`config.mk`:
```
export PLATFORM = sky130hd
export DESIGN_NAME = stbs_ctrl
export DESIGN_NICKNAME = d
export VERILOG_FILES = /design/src/hdl/stbs_pkg.sv /design/src/hdl/stbs_ctrl.sv
export SDC_FILE = /design/constraint.sdc
export NUM_CORES = 1
export LEC_CHECK = 0
export ABC_AREA = 1
export BUFFER_PORTS_ARGS = -buffer_cell sky130_fd_sc_hd__buf_2
export CORE_AREA = 2 2 39 41
export DETAILED_ROUTE_END_ITERATION = 10
export DIE_AREA = 0 0 41 43
export PLACE_DENSITY_LB_ADDON = 0.25
export SYNTH_ARGS = -nofsm -noshare
export SYNTH_HDL_FRONTEND = slang
export SYNTH_SLANG_ARGS = --single-unit
```
`constraint.sdc`:
```
create_clock -name clk_i -period 1.5 [get_ports clk_i]
set_input_delay 0.075 -clock clk_i [delete_from_list [all_inputs] [get_ports clk_i]]
set_output_delay 0.075 -clock clk_i [all_outputs]
set_load 0.01 [all_outputs]
```
`src/hdl/stbs_pkg.sv`:
```
// Shared types and constants for the sorted table with binary search.
package stbs_pkg;

  localparam int DepthDef    = 1024;
  localparam int WordBitsDef = 32;
  localparam int ValueBits   = 32;
  localparam int PosBits     = 10;

  localparam logic CMD_LOAD   = 1'b0;
  localparam logic CMD_SEARCH = 1'b1;

  typedef struct packed {
    logic                        cmd;
    logic signed [ValueBits-1:0] value;
    logic                        last;
  } stbs_in_t;

  typedef struct packed {
    logic               found;
    logic [PosBits-1:0] position;
  } stbs_out_t;

  typedef struct packed {
    logic load;
    logic search;
    logic pass_start;
    logic pass_load;
    logic pass_step;
    logic pass_end;
    logic probe;
    logic compare;
    logic out_load;
  } stbs_cmd_t;

  typedef struct packed {
    logic load_short;
    logic step_last;
    logic pass_more;
    logic probe_empty;
    logic hit;
  } stbs_status_t;

endpackage

```
`src/hdl/stbs_ctrl.sv`:
```
// Controller: sequences loads, sort passes, search probes and the result beat.
module stbs_ctrl (
  input  logic                   clk_i,
  input  logic                   rst_ni,
  input  logic                   in_valid_i,
  input  logic                   in_cmd_i,
  input  logic                   in_last_i,
  output logic                   in_stall_o,
  output logic                   out_valid_o,
  input  logic                   out_stall_i,
  input  stbs_pkg::stbs_status_t status_i,
  output stbs_pkg::stbs_cmd_t    cmd_o
);
  import stbs_pkg::*;

  typedef enum logic [2:0] {
    IDLE,
    PASS_START,
    PASS_LOAD,
    PASS_STEP,
    PASS_END,
    PROBE,
    COMPARE,
    DONE
  } state_e;

  state_e state_q;
  state_e state_d;
  logic   out_valid_q;
  logic   out_valid_d;
  logic   accept;

  assign accept      = in_valid_i && (state_q == IDLE);
  assign in_stall_o  = state_q != IDLE;
  assign out_valid_o = out_valid_q;

  always_comb begin
    cmd_o            = '0;
    cmd_o.load       = accept && (in_cmd_i == CMD_LOAD);
    cmd_o.search     = accept && (in_cmd_i == CMD_SEARCH);
    cmd_o.pass_start = state_q == PASS_START;
    cmd_o.pass_load  = state_q == PASS_LOAD;
    cmd_o.pass_step  = state_q == PASS_STEP;
    cmd_o.pass_end   = state_q == PASS_END;
    cmd_o.probe      = state_q == PROBE;
    cmd_o.compare    = state_q == COMPARE;
    cmd_o.out_load   = (state_q == DONE) && (!out_valid_q || !out_stall_i);
  end

  always_comb begin
    state_d = state_q;
    unique case (state_q)
      IDLE: begin
        if (cmd_o.load && in_last_i && !status_i.load_short) begin
          state_d = PASS_START;
        end else if (cmd_o.search) begin
          state_d = PROBE;
        end
      end
      PASS_START: state_d = PASS_LOAD;
      PASS_LOAD:  state_d = PASS_STEP;
      PASS_STEP: begin
        if (status_i.step_last) begin
          state_d = PASS_END;
        end
      end
      PASS_END: begin
        state_d = status_i.pass_more ? PASS_START : IDLE;
      end
      PROBE: begin
        state_d = status_i.probe_empty ? DONE : COMPARE;
      end
      COMPARE: begin
        state_d = status_i.hit ? DONE : PROBE;
      end
      DONE: begin
        if (cmd_o.out_load) begin
          state_d = IDLE;
        end
      end
      default: state_d = IDLE;
    endcase
  end

  always_comb begin
    out_valid_d = out_valid_q;
    if (cmd_o.out_load) begin
      out_valid_d = 1'b1;
    end else if (!out_stall_i) begin
      out_valid_d = 1'b0;
    end
  end

  always_ff @(posedge clk_i or negedge rst_ni) begin
    if (!rst_ni) begin
      state_q     <= IDLE;
      out_valid_q <= 1'b0;
    end else begin
      state_q     <= state_d;
      out_valid_q <= out_valid_d;
    end
  end

endmodule
```
==> flow_metrics.env <==
export IMPL_status="completed"
export IMPL_min_period_ps=1360
export IMPL_final_cell_count_no_fill=93
export IMPL_die_area_mm2=0.00176
export IMPL_clk_pin_slew_worst_paths_ps=40
export IMPL_timing_fmax_ghz=0.733
export IMPL_drt_wirelength_per_cell_um=8.25
export IMPL_cts_sinks=4
export IMPL_root_buffer="clkbuf_4"
export IMPL_yosysTopAreaCell="dfrtp_1"
export IMPL_critPathArrivalTime_ps=1290
export IMPL_clk_latency_ps=230
export IMPL_setup_viol=0
export IMPL_cts_resized=0
export IMPL_cp_max_fo=10
export IMPL_routed_wl_um=767
export IMPL_hp_class="input port to flop"
export IMPL_yosysWarnings=0
export IMPL_hpwl_um=630
export IMPL_synth_top_cell_area_share_pct=29.3
export IMPL_diodes=0
export IMPL_p_sw_w=0.000420
export IMPL_grt_pass1_wl_um=1170
export IMPL_die_w_um=41
export IMPL_ios=22
export IMPL_power_frac_clock_pct=14.7
export IMPL_start_util_pct=24.7
export IMPL_seq_power_share_pct=29.6
export IMPL_r2r_slack_ps=300
export IMPL_synth_seq_cells=4
export IMPL_syn_num_nets=65
export IMPL_vdd_ir_drop_max_mv=0.471
export IMPL_skew_ps=0.182
export IMPL_combinationalPowerShare_pct=55.7
export IMPL_hold_violations=0
export IMPL_gp_congestion=0.652
export IMPL_critical_path_class="flop to primary output"
export IMPL_numPortBuffers=21
export IMPL_rsz0062_at_grt="false"
export IMPL_core_area_mm2=0.00138
export IMPL_drv_cap=0
export IMPL_fp_row_count=14
export IMPL_powerDensity_mw_per_mm2=1830
export IMPL_area_growth_pct=40.7
export IMPL_drtAntennaViolNets=0
export IMPL_slew_viol_final=0
export IMPL_drive_above_1_share_pct=39.0
export IMPL_cts_buffers=3
export IMPL_grt_max_degree=11
export IMPL_viasPerCell=4.03
export IMPL_drt_iter0_drc=5
export IMPL_syn_cell_area_um2=342
export IMPL_p_sw_share_pct=47.8
export IMPL_end_kind="primary output"
export IMPL_timing_final_crit_share_pct=91.0
export IMPL_power_w=0.000879
export IMPL_overflow=0
export IMPL_place_worst_setup_slack_ps=289
export IMPL_cts_tree="done"
export IMPL_drc=0
export IMPL_syn_inst=54
export IMPL_synthTopCellsByArea="dfrtp_1 29%, inv_1 13%, nand2_1 8.8%"
export IMPL_cp_start_kind="flop"
export IMPL_drt_first_pass_iters=3
export IMPL_tns_ps=0
export IMPL_h_tree_depth=1
export IMPL_grt_pass1_vias=320
export IMPL_synth_cell_type_count=17
export IMPL_die_h_um=43
export IMPL_tightestPinTransition_ps=298
export IMPL_cts_max_path_buffers=2
export IMPL_p_leak_nw=0.310
export IMPL_vias=375
export IMPL_antenna_found_initial=0
export IMPL_p_int_w=0.000459
export IMPL_max_slew_margin_rel_pct=80.1
export IMPL_dp_cells=89
export IMPL_post_synth_cell_area_avg_um2=6.33
export IMPL_fin_nets=90
export IMPL_grtUsageTotal_pct=9.76
export IMPL_finalWorstSetupSlack_ps=135
export IMPL_crit_required_ps=1420
export IMPL_seq_area_frac_synth_pct=29.3
==> layer usage <==
metal / global-route usage, % / routed length (um) / vias to the layer above / part of all wire [%]
met4: 8.00 / 0 / 0 / 0
li1: - / - / 215 / -
met5: 0 / 0 / - / 0
met3: 1.57 / 44 / 0 / 5.7
met1: 12.0 / 357 / 150 / 47
met2: 14.1 / 365 / 10 / 48
==> power groups by stage <==
| stage | logic [W] | clock network [W] | registers (W) |
|---|---|---|---|
| after global routing | 0.000561 | 0.000144 | 0.000273 |
| after floorplan | 0.000401 | 0 | 0.000227 |
| after detailed placement | 0.000496 | 0 | 0.000261 |
| after global placement | 0.000498 | 0 | 0.000264 |
| final | 0.000490 | 0.000129 | 0.000260 |
| after CTS | 0.000500 | 0.000138 | 0.000261 |
==> worst max-delay path, stage by stage, from the launching register on <==
cell and delay [ps]:
dfrtp_1 470, nor2_1 190, nand2_2 100, nor3_1 140, buf_2 150
==> through the flow <==
step | area, um^2 | util, % | hold slack [ps]
6_report | 480 | 34.7 | 97.4
5_1_grt | 480 | 34.7 | 102
4_1_cts | 480 | 34.7 | 87.9
3_5_place_dp | 448 | 32.4 | -117
3_3_place_gp | 448 | 32.4 | -116
2_1_floorplan | 342 | - | -221
==> cell type report <==
class                           instances  area [um^2]
Clock buffer                            3         22.5
Fill cell                             160          903
Inverter                               15         56.3
Multi-Input combinational cell         33          166
Sequential cell                         4          100
Tap cell                               16         20.0
Timing Repair Buffer                   22          115
==> cell usage in the layout, fill, tap and decap left out, types with 2 or more instances in the layout <==
cell	n
buf_2	21
inv_1	12
nand2_1	8
nor2_1	7
nor3_1	5
dfrtp_1	4
inv_2	3
nand3_1	3
clkbuf_4	3
nand4_1	2
o211ai_1	2
==> state kept, by name, summed over array words and instances (netlist names) <==
register,cells
state_q,3
out_valid_o,1
==> logic make-up after synthesis <==
group	count (synthesis)	share of synthesized area (%)
simple gates	27	36.6
buf+inv	17	22.0
compound gates	6	12.1
flops	4	29.3
==> worst paths after layout <==
| check | startpoint | to | cells after the start |
|---|---|---|---|
| worst max-delay path | state_q[1] | cmd_o[7] | 4 |
| worst min-delay path | out_stall_i | out_valid_o | 3 |
| worst max register to register | state_q[1] | state_q[2] | 5 |
| worst min register to register | out_valid_o | out_valid_o | 2 |
| max in group asynchronous | rst_ni | state_q[1] | 2 |
| min in group asynchronous | rst_ni | out_valid_o | 2 |
==> timing repair <==
item                                   CTS  global route
setup buffers                            0             0
hold buffers                             1             0
endpoints found under the hold margin    4             0
==> synthesized netlist by cell type <==
library cell,instances
nand2_1,8
dfrtp_1,4
o21a_1,1
nor3_1,5
nand2_2,1
o21ai_1,1
inv_2,3
nand3_2,1
o21ai_2,1
nor2_1,7
nand4_1,2
o211ai_1,2
nand3_1,3
a21oi_1,1
buf_4,1
buf_6,1
inv_1,12
No activity file was read; power rests on OpenSTA's default activity.
